===== src/encoder_pid_speed_controller_macros.svh =====
// Assertion helpers for the encoder PID speed controller.
`ifndef ENCODER_PID_SPEED_CONTROLLER_MACROS_SVH
`define ENCODER_PID_SPEED_CONTROLLER_MACROS_SVH

// The consequent must hold in the same cycle as the antecedent.
`define EPSC_ASSERT_SAME(label, clk, rst, ante, cons, msg) \
   label: assert property (@(posedge clk) disable iff (rst) (ante) |-> (cons)) \
      else $error(msg);

// The consequent must hold in the cycle after the antecedent.
`define EPSC_ASSERT_NEXT(label, clk, rst, ante, cons, msg) \
   label: assert property (@(posedge clk) disable iff (rst) (ante) |=> (cons)) \
      else $error(msg);

`endif


===== src/epsc_pkg.sv =====
package epsc_pkg;

   // Field and state widths.
   localparam int COUNT_W  = 16;
   localparam int TIMER_W  = 16;
   localparam int SCALE_W  = 8;
   localparam int GAIN_W   = 16;
   localparam int TARGET_W = 16;
   localparam int SPEED_W  = 16;
   localparam int ERROR_W  = 17;
   localparam int DIFF_W   = 18;
   localparam int SUM_W    = 32;
   localparam int DUTY_W   = 8;

   // Fixed-point format of the gains.
   localparam int GAIN_FRAC_BITS = 8;
   localparam int DUTY_MAX       = 255;

   // Product and accumulator widths of the PID step.
   localparam int PP_W    = GAIN_W + ERROR_W;
   localparam int PD_W    = GAIN_W + DIFF_W;
   localparam int PI_W    = GAIN_W + SUM_W;
   localparam int ACC_W   = PI_W + 2;
   localparam int SHIFT_W = ACC_W - GAIN_FRAC_BITS;
   localparam int DELTA_W = DUTY_W + 2;
   localparam int DUTY_SUM_W = DELTA_W + 1;

   // Configuration port.
   localparam int CSR_INDEX_W = 3;
   localparam int CSR_DATA_W  = 16;

   typedef enum logic [CSR_INDEX_W-1:0] {
      CSR_LOOP_PERIOD = 3'd0,
      CSR_SPEED_SCALE = 3'd1,
      CSR_GAIN_P      = 3'd2,
      CSR_GAIN_I      = 3'd3,
      CSR_GAIN_D      = 3'd4
   } csr_index_type;

   // Item kinds on the request channel.
   typedef enum logic {
      KIND_PULSE = 1'b0,
      KIND_TICK  = 1'b1
   } kind_type;

   // Register reset values.
   localparam logic [TIMER_W-1:0] LOOP_PERIOD_RST = 16'd100;
   localparam logic [SCALE_W-1:0] SPEED_SCALE_RST = 8'd1;

   // Saturation limits.
   localparam logic [COUNT_W-1:0] COUNT_MAX = '1;
   localparam logic [TIMER_W-1:0] TIMER_MAX = '1;
   localparam logic [SPEED_W-1:0] SPEED_MAX = '1;
   localparam logic signed [SUM_W-1:0] SUM_MAX = {1'b0, {(SUM_W-1){1'b1}}};
   localparam logic signed [SUM_W-1:0] SUM_MIN = {1'b1, {(SUM_W-1){1'b0}}};
   localparam logic signed [DELTA_W-1:0] DELTA_MAX = {1'b0, {(DELTA_W-1){1'b1}}};
   localparam logic signed [DELTA_W-1:0] DELTA_MIN = {1'b1, {(DELTA_W-1){1'b0}}};

   // Bias that turns the arithmetic shift into truncation toward zero.
   localparam logic signed [ACC_W-1:0] ROUND_BIAS =
      ACC_W'((64'd1 << GAIN_FRAC_BITS) - 64'd1);

endpackage


===== src/epsc_if.sv =====
// Request channel: encoder pulses and millisecond ticks.
interface epsc_req_if import epsc_pkg::*; ();
   logic                       valid;
   logic                       ready;
   logic                       kind;
   logic signed [TARGET_W-1:0] target_speed;

   modport source (output valid, output kind, output target_speed, input ready);
   modport sink   (input valid, input kind, input target_speed, output ready);
endinterface

// Response channel: one transfer per control update.
interface epsc_rsp_if import epsc_pkg::*; ();
   logic                      valid;
   logic                      ready;
   logic [DUTY_W-1:0]         drive_level;
   logic [SPEED_W-1:0]        measured_speed;
   logic signed [ERROR_W-1:0] speed_error;

   modport source (output valid, output drive_level, output measured_speed,
                   output speed_error, input ready);
   modport sink   (input valid, input drive_level, input measured_speed,
                   input speed_error, output ready);
endinterface


===== src/encoder_pid_speed_controller.sv =====
// Speed regulator for one motor channel with an incremental PID step.
// The request channel carries encoder pulses and one-millisecond ticks;
// pulses bump a saturating counter, ticks advance the period timer. When
// the timer reaches the loop period, the tick starts a control update and
// the response channel later carries the new drive level, the measured
// speed and the speed error. Pulses and other ticks give no response.
// Without a stall, a request transfer is possible in every cycle. An
// update runs through a six-register pipeline (snapshot, speed and error,
// integral, the three gain multiplies, delta, duty clamp), and updates
// may follow in back-to-back cycles while the receiver takes them. When
// the receiver stalls, the pipeline stages keep filling and requests are
// still taken until the snapshot stage cannot drain.
// The csr port writes one register per cycle with csr_we; it must only be
// used while no update is in flight. Synchronous active-high reset clears
// the counter, timer, duty, integral and previous error, and sets the
// loop period to 100, the speed scale to 1 and all gains to zero.
`include "encoder_pid_speed_controller_macros.svh"

module encoder_pid_speed_controller import epsc_pkg::*; (
   input  logic                   clock,
   input  logic                   reset,
   input  logic                   csr_we,
   input  logic [CSR_INDEX_W-1:0] csr_index,
   input  logic [CSR_DATA_W-1:0]  csr_wdata,
   epsc_req_if.sink               req_chan,
   epsc_rsp_if.source             rsp_chan
);

   // Configuration registers.
   logic [TIMER_W-1:0]       loop_period_ff;
   logic [SCALE_W-1:0]       speed_scale_ff;
   logic signed [GAIN_W-1:0] gain_p_ff;
   logic signed [GAIN_W-1:0] gain_i_ff;
   logic signed [GAIN_W-1:0] gain_d_ff;

   // Controller state.
   logic [COUNT_W-1:0]       pulse_count_ff;
   logic [COUNT_W-1:0]       pulse_count_in;
   logic [TIMER_W-1:0]       period_timer_ff;
   logic [TIMER_W-1:0]       period_timer_in;
   logic [TIMER_W-1:0]       timer_next;
   logic [DUTY_W-1:0]        pwm_ff;
   logic [DUTY_W-1:0]        pwm_in;
   logic signed [SUM_W-1:0]  error_sum_ff;
   logic signed [SUM_W-1:0]  error_sum_in;
   logic signed [DIFF_W-1:0] prev_error_ff;

   // Pipeline stages.
   logic                       v1_ff, v2_ff, v3_ff, v4_ff, v5_ff, rsp_valid_ff;
   logic [COUNT_W-1:0]         cnt1_ff;
   logic signed [TARGET_W-1:0] tgt1_ff;
   logic [SPEED_W-1:0]         spd2_ff, spd3_ff, spd4_ff, spd5_ff, spd_out_ff;
   logic signed [ERROR_W-1:0]  err2_ff, err3_ff, err4_ff, err5_ff, err_out_ff;
   logic signed [DIFF_W-1:0]   dif3_ff;
   logic signed [SUM_W-1:0]    esum3_ff;
   logic signed [PP_W-1:0]     pp4_ff;
   logic signed [PD_W-1:0]     pd4_ff;
   logic signed [PI_W-1:0]     pi4_ff;
   logic signed [DELTA_W-1:0]  delta5_ff;

   // Stage next values.
   logic [COUNT_W+SCALE_W-1:0] speed_prod;
   logic [SPEED_W-1:0]         spd2_in;
   logic [TARGET_W-1:0]        abs_target;
   logic signed [ERROR_W-1:0]  err2_in;
   logic signed [SUM_W:0]      esum_wide;
   logic signed [DIFF_W-1:0]   dif3_in;
   logic signed [PP_W-1:0]     pp4_in;
   logic signed [PD_W-1:0]     pd4_in;
   logic signed [PI_W-1:0]     pi4_in;
   logic signed [ACC_W-1:0]    acc;
   logic signed [ACC_W-1:0]    acc_adj;
   logic signed [SHIFT_W-1:0]  acc_shift;
   logic signed [DELTA_W-1:0]  delta5_in;
   logic signed [DUTY_SUM_W-1:0] duty_sum;

   // Handshake and stage movement.
   logic free_out, free5, free4, free3, free2, free1;
   logic ld_out, ld5, ld4, ld3, ld2, ld1;
   logic req_xfer, tick_xfer, pulse_xfer, update_due;

   assign free_out = !rsp_valid_ff || rsp_chan.ready;
   assign ld_out   = v5_ff && free_out;
   assign free5    = !v5_ff || ld_out;
   assign ld5      = v4_ff && free5;
   assign free4    = !v4_ff || ld5;
   assign ld4      = v3_ff && free4;
   assign free3    = !v3_ff || ld4;
   assign ld3      = v2_ff && free3;
   assign free2    = !v2_ff || ld3;
   assign ld2      = v1_ff && free2;
   assign free1    = !v1_ff || ld2;

   assign req_chan.ready = free1;
   assign req_xfer   = req_chan.valid && free1;
   assign tick_xfer  = req_xfer && (req_chan.kind == KIND_TICK);
   assign pulse_xfer = req_xfer && (req_chan.kind == KIND_PULSE);

   // Period timer: a tick that reaches the loop period starts an update.
   assign timer_next = (period_timer_ff < TIMER_MAX) ? period_timer_ff + 1'b1
                                                     : period_timer_ff;
   assign update_due = timer_next >= loop_period_ff;
   assign ld1        = tick_xfer && update_due;

   always_comb begin
      period_timer_in = period_timer_ff;
      pulse_count_in  = pulse_count_ff;
      if (tick_xfer) begin
         period_timer_in = update_due ? '0 : timer_next;
      end
      if (ld1) begin
         pulse_count_in = '0;
      end else if (pulse_xfer && (pulse_count_ff < COUNT_MAX)) begin
         pulse_count_in = pulse_count_ff + 1'b1;
      end
   end

   // Stage 2: scaled speed and error against the target magnitude.
   assign speed_prod = (COUNT_W+SCALE_W)'(cnt1_ff) * (COUNT_W+SCALE_W)'(speed_scale_ff);
   assign spd2_in    = (speed_prod > (COUNT_W+SCALE_W)'(SPEED_MAX)) ? SPEED_MAX
                                                                   : SPEED_W'(speed_prod);
   assign abs_target = tgt1_ff[TARGET_W-1] ? $unsigned(-tgt1_ff) : $unsigned(tgt1_ff);
   assign err2_in    = $signed(ERROR_W'(abs_target)) - $signed(ERROR_W'(spd2_in));

   // Stage 3: saturating integral and error difference.
   assign esum_wide = (SUM_W+1)'(error_sum_ff) + (SUM_W+1)'(err2_ff);
   assign dif3_in   = DIFF_W'(err2_ff) - prev_error_ff;

   always_comb begin
      if (esum_wide[SUM_W] != esum_wide[SUM_W-1]) begin
         error_sum_in = esum_wide[SUM_W] ? SUM_MIN : SUM_MAX;
      end else begin
         error_sum_in = esum_wide[SUM_W-1:0];
      end
   end

   // Stage 4: the three gain products.
   assign pp4_in = PP_W'(gain_p_ff) * PP_W'(err3_ff);
   assign pd4_in = PD_W'(gain_d_ff) * PD_W'(dif3_ff);
   assign pi4_in = PI_W'(gain_i_ff) * PI_W'(esum3_ff);

   // Stage 5: sum, shift with truncation toward zero, saturate the delta.
   assign acc       = ACC_W'(pp4_ff) + ACC_W'(pi4_ff) - ACC_W'(pd4_ff);
   assign acc_adj   = acc[ACC_W-1] ? acc + ROUND_BIAS : acc;
   assign acc_shift = SHIFT_W'(acc_adj >>> GAIN_FRAC_BITS);

   always_comb begin
      if (acc_shift > SHIFT_W'(DELTA_MAX)) begin
         delta5_in = DELTA_MAX;
      end else if (acc_shift < SHIFT_W'(DELTA_MIN)) begin
         delta5_in = DELTA_MIN;
      end else begin
         delta5_in = DELTA_W'(acc_shift);
      end
   end

   // Output stage: new duty clamped to the PWM range.
   assign duty_sum = $signed({{(DUTY_SUM_W-DUTY_W){1'b0}}, pwm_ff})
                   + DUTY_SUM_W'(delta5_ff);

   always_comb begin
      if (duty_sum < 0) begin
         pwm_in = '0;
      end else if (duty_sum > DUTY_SUM_W'(DUTY_MAX)) begin
         pwm_in = DUTY_W'(DUTY_MAX);
      end else begin
         pwm_in = duty_sum[DUTY_W-1:0];
      end
   end

   // Configuration writes.
   always_ff @(posedge clock) begin
      if (reset) begin
         loop_period_ff <= LOOP_PERIOD_RST;
         speed_scale_ff <= SPEED_SCALE_RST;
         gain_p_ff      <= '0;
         gain_i_ff      <= '0;
         gain_d_ff      <= '0;
      end else if (csr_we) begin
         case (csr_index)
            CSR_LOOP_PERIOD: loop_period_ff <= csr_wdata[TIMER_W-1:0];
            CSR_SPEED_SCALE: speed_scale_ff <= csr_wdata[SCALE_W-1:0];
            CSR_GAIN_P:      gain_p_ff      <= csr_wdata[GAIN_W-1:0];
            CSR_GAIN_I:      gain_i_ff      <= csr_wdata[GAIN_W-1:0];
            CSR_GAIN_D:      gain_d_ff      <= csr_wdata[GAIN_W-1:0];
            default: begin
            end
         endcase
      end
   end

   // Control state and stage valid bits.
   always_ff @(posedge clock) begin
      if (reset) begin
         pulse_count_ff  <= '0;
         period_timer_ff <= '0;
         pwm_ff          <= '0;
         error_sum_ff    <= '0;
         prev_error_ff   <= '0;
         v1_ff           <= 1'b0;
         v2_ff           <= 1'b0;
         v3_ff           <= 1'b0;
         v4_ff           <= 1'b0;
         v5_ff           <= 1'b0;
         rsp_valid_ff    <= 1'b0;
      end else begin
         pulse_count_ff  <= pulse_count_in;
         period_timer_ff <= period_timer_in;
         if (ld3) begin
            error_sum_ff  <= error_sum_in;
            prev_error_ff <= DIFF_W'(err2_ff);
         end
         if (ld_out) begin
            pwm_ff <= pwm_in;
         end
         v1_ff        <= ld1 || (v1_ff && !ld2);
         v2_ff        <= ld2 || (v2_ff && !ld3);
         v3_ff        <= ld3 || (v3_ff && !ld4);
         v4_ff        <= ld4 || (v4_ff && !ld5);
         v5_ff        <= ld5 || (v5_ff && !ld_out);
         rsp_valid_ff <= ld_out || (rsp_valid_ff && !rsp_chan.ready);
      end
   end

   // Pipeline payload.
   always_ff @(posedge clock) begin
      if (ld1) begin
         cnt1_ff <= pulse_count_ff;
         tgt1_ff <= req_chan.target_speed;
      end
      if (ld2) begin
         spd2_ff <= spd2_in;
         err2_ff <= err2_in;
      end
      if (ld3) begin
         spd3_ff  <= spd2_ff;
         err3_ff  <= err2_ff;
         dif3_ff  <= dif3_in;
         esum3_ff <= error_sum_in;
      end
      if (ld4) begin
         spd4_ff <= spd3_ff;
         err4_ff <= err3_ff;
         pp4_ff  <= pp4_in;
         pd4_ff  <= pd4_in;
         pi4_ff  <= pi4_in;
      end
      if (ld5) begin
         spd5_ff   <= spd4_ff;
         err5_ff   <= err4_ff;
         delta5_ff <= delta5_in;
      end
      if (ld_out) begin
         spd_out_ff <= spd5_ff;
         err_out_ff <= err5_ff;
      end
   end

   assign rsp_chan.valid          = rsp_valid_ff;
   assign rsp_chan.drive_level    = pwm_ff;
   assign rsp_chan.measured_speed = spd_out_ff;
   assign rsp_chan.speed_error    = err_out_ff;

   // The duty only moves when an update reaches the output register.
   `EPSC_ASSERT_NEXT(a_duty_hold, clock, reset, !ld_out, $stable(pwm_ff),
      "Duty changed without an output transfer")
   // A counted pulse raises the counter by exactly one.
   `EPSC_ASSERT_NEXT(a_pulse_count, clock, reset,
      pulse_xfer && (pulse_count_ff != COUNT_MAX),
      pulse_count_ff == $past(pulse_count_ff) + 16'd1,
      "Pulse counter did not advance")
   // An update tick takes a snapshot and clears the counter.
   `EPSC_ASSERT_NEXT(a_update_snapshot, clock, reset, ld1,
      v1_ff && (pulse_count_ff == '0) && (period_timer_ff == '0),
      "Update tick did not restart the measurement")
   // A finished delta waits while the output register is blocked.
   `EPSC_ASSERT_NEXT(a_delta_hold, clock, reset, v5_ff && !free_out, v5_ff,
      "Delta stage dropped an update under stall")

endmodule


===== src/flat_wrapper.sv =====
// flat-port wrapper written by rule: the top's interface ports become plain ports
module encoder_pid_speed_controller_flat import epsc_pkg::*;
  (clock, reset, csr_we, csr_index, csr_wdata, req_chan_valid, req_chan_kind, req_chan_target_speed, req_chan_ready, rsp_chan_valid, rsp_chan_drive_level, rsp_chan_measured_speed, rsp_chan_speed_error, rsp_chan_ready);
  epsc_req_if req_chan_i ();
  epsc_rsp_if rsp_chan_i ();
  input  logic clock;
  input  logic reset;
  input  logic csr_we;
  input  logic [CSR_INDEX_W-1:0] csr_index;
  input  logic [CSR_DATA_W-1:0] csr_wdata;
  input wire logic [$bits(req_chan_i.valid)-1:0] req_chan_valid;
  input wire logic [$bits(req_chan_i.kind)-1:0] req_chan_kind;
  input wire logic [$bits(req_chan_i.target_speed)-1:0] req_chan_target_speed;
  output wire logic [$bits(req_chan_i.ready)-1:0] req_chan_ready;
  output wire logic [$bits(rsp_chan_i.valid)-1:0] rsp_chan_valid;
  output wire logic [$bits(rsp_chan_i.drive_level)-1:0] rsp_chan_drive_level;
  output wire logic [$bits(rsp_chan_i.measured_speed)-1:0] rsp_chan_measured_speed;
  output wire logic [$bits(rsp_chan_i.speed_error)-1:0] rsp_chan_speed_error;
  input wire logic [$bits(rsp_chan_i.ready)-1:0] rsp_chan_ready;
  assign req_chan_i.valid = req_chan_valid;
  assign req_chan_i.kind = req_chan_kind;
  assign req_chan_i.target_speed = req_chan_target_speed;
  assign req_chan_ready = req_chan_i.ready;
  assign rsp_chan_valid = rsp_chan_i.valid;
  assign rsp_chan_drive_level = rsp_chan_i.drive_level;
  assign rsp_chan_measured_speed = rsp_chan_i.measured_speed;
  assign rsp_chan_speed_error = rsp_chan_i.speed_error;
  assign rsp_chan_i.ready = rsp_chan_ready;
  encoder_pid_speed_controller u_core (.clock(clock), .reset(reset), .csr_we(csr_we), .csr_index(csr_index), .csr_wdata(csr_wdata), .req_chan(req_chan_i), .rsp_chan(rsp_chan_i));
endmodule

===== config.mk =====
export PLATFORM = sky130hd
export DESIGN_NAME = encoder_pid_speed_controller_flat
export DESIGN_NICKNAME = d
export VERILOG_FILES = /design/src/epsc_pkg.sv /design/src/epsc_if.sv /design/src/encoder_pid_speed_controller.sv /design/src/flat_wrapper.sv
export VERILOG_INCLUDE_DIRS = /design/src /design/src/src
export SDC_FILE = /design/constraint.sdc
export NUM_CORES = 2
export LEC_CHECK = 0
export BUFFER_PORTS_ARGS = -buffer_cell sky130_fd_sc_hd__buf_2
export CORE_MARGIN = 2
export CORE_UTILIZATION = 30
export CTS_CLUSTER_DIAMETER = 60
export DETAILED_ROUTE_END_ITERATION = 10
export PLACE_DENSITY_LB_ADDON = 0.15
export RECOVER_POWER = 50
export SLEW_MARGIN = 0
export SYNTH_ARGS = -nofsm -noshare
export SYNTH_HDL_FRONTEND = slang
export SYNTH_SLANG_ARGS = --single-unit

===== constraint.sdc =====
create_clock -name clock -period 10.57 [get_ports clock]
set_input_delay 2.6425 -clock clock [delete_from_list [all_inputs] [get_ports clock]]
set_output_delay 2.6425 -clock clock [all_outputs]
set_load 0.03 [all_outputs]

==> flow_summary.json <==
{
  "layout_commonest_cell": "inv_1",
  "routabilityCongestion": 0.828,
  "viasPerCell": 4.61,
  "cts_root_buf": "clkbuf_16",
  "drtIter0Drc": 2370,
  "ant_nets": 0,
  "layout_worst_path_cycle_share_pct": 91.1,
  "cts.path.max_buffers": 3,
  "cts_buffers": 78,
  "status": "finished with violations",
  "relSlewSlack_pct": -150,
  "regArea_um2": 14500,
  "final_cell_mix": "1,485 x inv_1, 1,188 x fa_1, 1,040 x nand2_1",
  "synth_ff_type": "edfxtp_1",
  "setup_viol": 0,
  "area_growth_pct": 9.45,
  "placed_cell_area_um2": 72600,
  "die_area_um2": 233000,
  "fp.coreArea_um2": 227000,
  "yosys-top-cells-area": "fa_1 35%, edfxtp_1 16%, ha_1 8.6%, inv_1 8.1%, nand2_1 5.7%",
  "wire_per_inst_um": 18.8,
  "hp-class": "flop to flop",
  "tritoncts": "done",
  "grt_use_met2_pct": 28.1,
  "cp.arrival_ps": 10090,
  "synth_edf_count": 372,
  "finalClockSkew_ps": 81.2,
  "syn_nets": 8883,
  "syn_area_per_cell_um2": 9.57,
  "max_stage_delay_ps": 920,
  "cts_hold_buf": 0,
  "yosys.area.top_type_share_pct": 34.6,
  "fin_area_um2": 75200,
  "drv_cap": 10,
  "gr-total-overflow": 0,
  "start_kind": "flop",
  "ios": 84,
  "die_w_um": 483,
  "die_h_um": 483,
  "grt_pass1_wl_mm": 304,
  "drive_gt1_share_pct": 3.81,
  "crit_path_max_fanout": 29,
  "ys_ff_latch": 539,
  "clock_sink_count": 539,
  "grt_util_met1_pct": 24.0,
  "via_count": 47280,
  "tightest_slew_ps": 3750,
  "h-tree-depth": 3,
  "rsz0062_at_grt": "no",
  "dr.pass1.iters": 5,
  "max_freq_mhz": 104,
  "yosysWarnings": 0,
  "antenna_found_initial": 11,
  "cts.reportedPaths.clkPinSlew_ps": 60,
  "rows": 175,
  "portBuffers": 83,
  "worst-setup-path-type": "flop to flop",
  "final_nets": 8879,
  "grt_pass1_vias": 50652,
  "final_hold_viol_count": 0,
  "violations": "max-capacitance violations, max-slew violations",
  "top_usage_layer": "met2",
  "power_mw": 5.97,
  "final_util_pct": 33.1,
  "power.leakage_nw": 31.3,
  "fin_crit_ps": 9630,
  "end_kind": "flop",
  "multiInputGateArea_um2": 47700,
  "crit_slowest_cell": "o41ai_1",
  "cellPowerDensity_nw_per_um2": 79.4,
  "required_ps": 11030,
  "yosysTopAreaCell": "fa_1",
  "ys_seq_area_share_pct": 21.1,
  "totalWireLength_mm": 193,
  "slew_violations": 429,
  "ir_worst_vdd_uv": 117,
  "synth_cell_types": 93,
  "grt_use_total_pct": 17.0,
  "grt_max_degree": 131,
  "setup_tns_ps": 0,
  "clk_latency_ps": 750,
  "syn_area_um2": 68700,
  "fillers": 23546,
  "drc": 0,
  "start_util_pct": 30.2,
  "gr-usage-met3_pct": 2.04,
  "dp_hpwl_mm": 155,
  "crit_top_cell": "o21ai_0",
  "synthCells": 7184,
  "async_reset_ff_share_pct": 0
}
==> what timing repair did <==
action / 4_1_cts / 5_1_grt
setup buffers: 0 / 0
hold endpoints to repair: 0 / 0
resized for setup: 0 / 2
endpoints found under the setup margin: 0 / 1
==> metrics by stage <==
step	setup slack, ps	std cells	hold slack [ps]
finish	943	10255	405
global route	82.7	10253	413
CTS	899	10253	397
detailed placement	947	10109	405
global placement	1020	10109	403
floorplan	355	7184	400
==> registers in the layout (all words and copies together) (netlist names), 18 cells and up <==
register             count
u_core.error_sum_ff     32
u_core.esum3_ff         32
u_core.pi4_ff           48
u_core.pp4_ff           33
u_core.dif3_ff          18
u_core.pd4_ff           34
==> per-layer routing <==
metal  vias up  wire (um)
met3       161       7440
met2       714      90800
li1      22200          -
met4         2       3330
met5         -         13
met1     24203      91500
==> worst max-delay path, delay by kind of cell, from the launching register on <==
| family | cells | cell delay (ps) |
|---|---|---|
| DFF | 1 | 540 |
| AOI/OAI and AO/OA | 23 | 4830 |
| and+or+nand+nor | 3 | 510 |
| muxes | 1 | 220 |
| xor gates and xnor gates | 1 | 150 |
| buffers and inverters | 4 | 450 |
| adders and majority gates | 6 | 2620 |
==> cells in the mapped netlist, drive strengths merged, types with 85 or more instances <==
cell type / n
ha: 470
nand2b: 94
o21ai: 164
edfxtp: 372
dfxtp: 167
inv: 1485
nor2: 240
a21o: 85
a21oi: 285
xnor2: 211
fa: 1188
clkbuf: 231
nand2: 1041
and2: 486
==> power breakdown <==
group,leakage [nW],switching [mW],total [mW],internal (mW)
Clock,1.33,1.13,2.79,1.66
Sequential,4.71,0.0228,2.29,2.27
Combinational,25.3,0.545,0.884,0.339
Total,31.3,1.70,5.97,4.27
==> final timing paths <==
path	start	endpoint	slack (ps)	depth (start not counted)
worst min-delay path	u_core.spd5_ff[8]$_DFFE_PP_	u_core.rsp_chan.measured_speed[8]$_DFFE_PP_	400	0
worst min register to register	u_core.spd5_ff[8]$_DFFE_PP_	u_core.rsp_chan.measured_speed[8]$_DFFE_PP_	400	0
worst max register to register	u_core.cnt1_ff[1]$_DFFE_PP_	u_core.err2_ff[15]$_DFFE_PP_	940	38
worst max-delay path	u_core.cnt1_ff[1]$_DFFE_PP_	u_core.err2_ff[15]$_DFFE_PP_	940	38
==> area by class of cell <==
class | count | area share, %
sequential | 539 | 19.3
clock inverter | 55 | 0.976
tap | 3009 | 5.01
antenna | 2 | 0.00665
clock buffer | 89 | 2.73
timing repair buffer | 155 | 1.09
multi-input combinational | 4920 | 63.5
inverter | 1486 | 7.42
==> logic make-up after synthesis <==
kind of cell | share of synthesized area [%]
AOI/OAI and AO/OA | 7.38
xor gates and xnor gates | 3.60
adders and majority gates | 43.4
buffers and inverters | 9.44
DFF | 21.1
muxes | 0.151
and+or+nand+nor | 14.9
No activity file was read; power rests on OpenSTA's default activity.
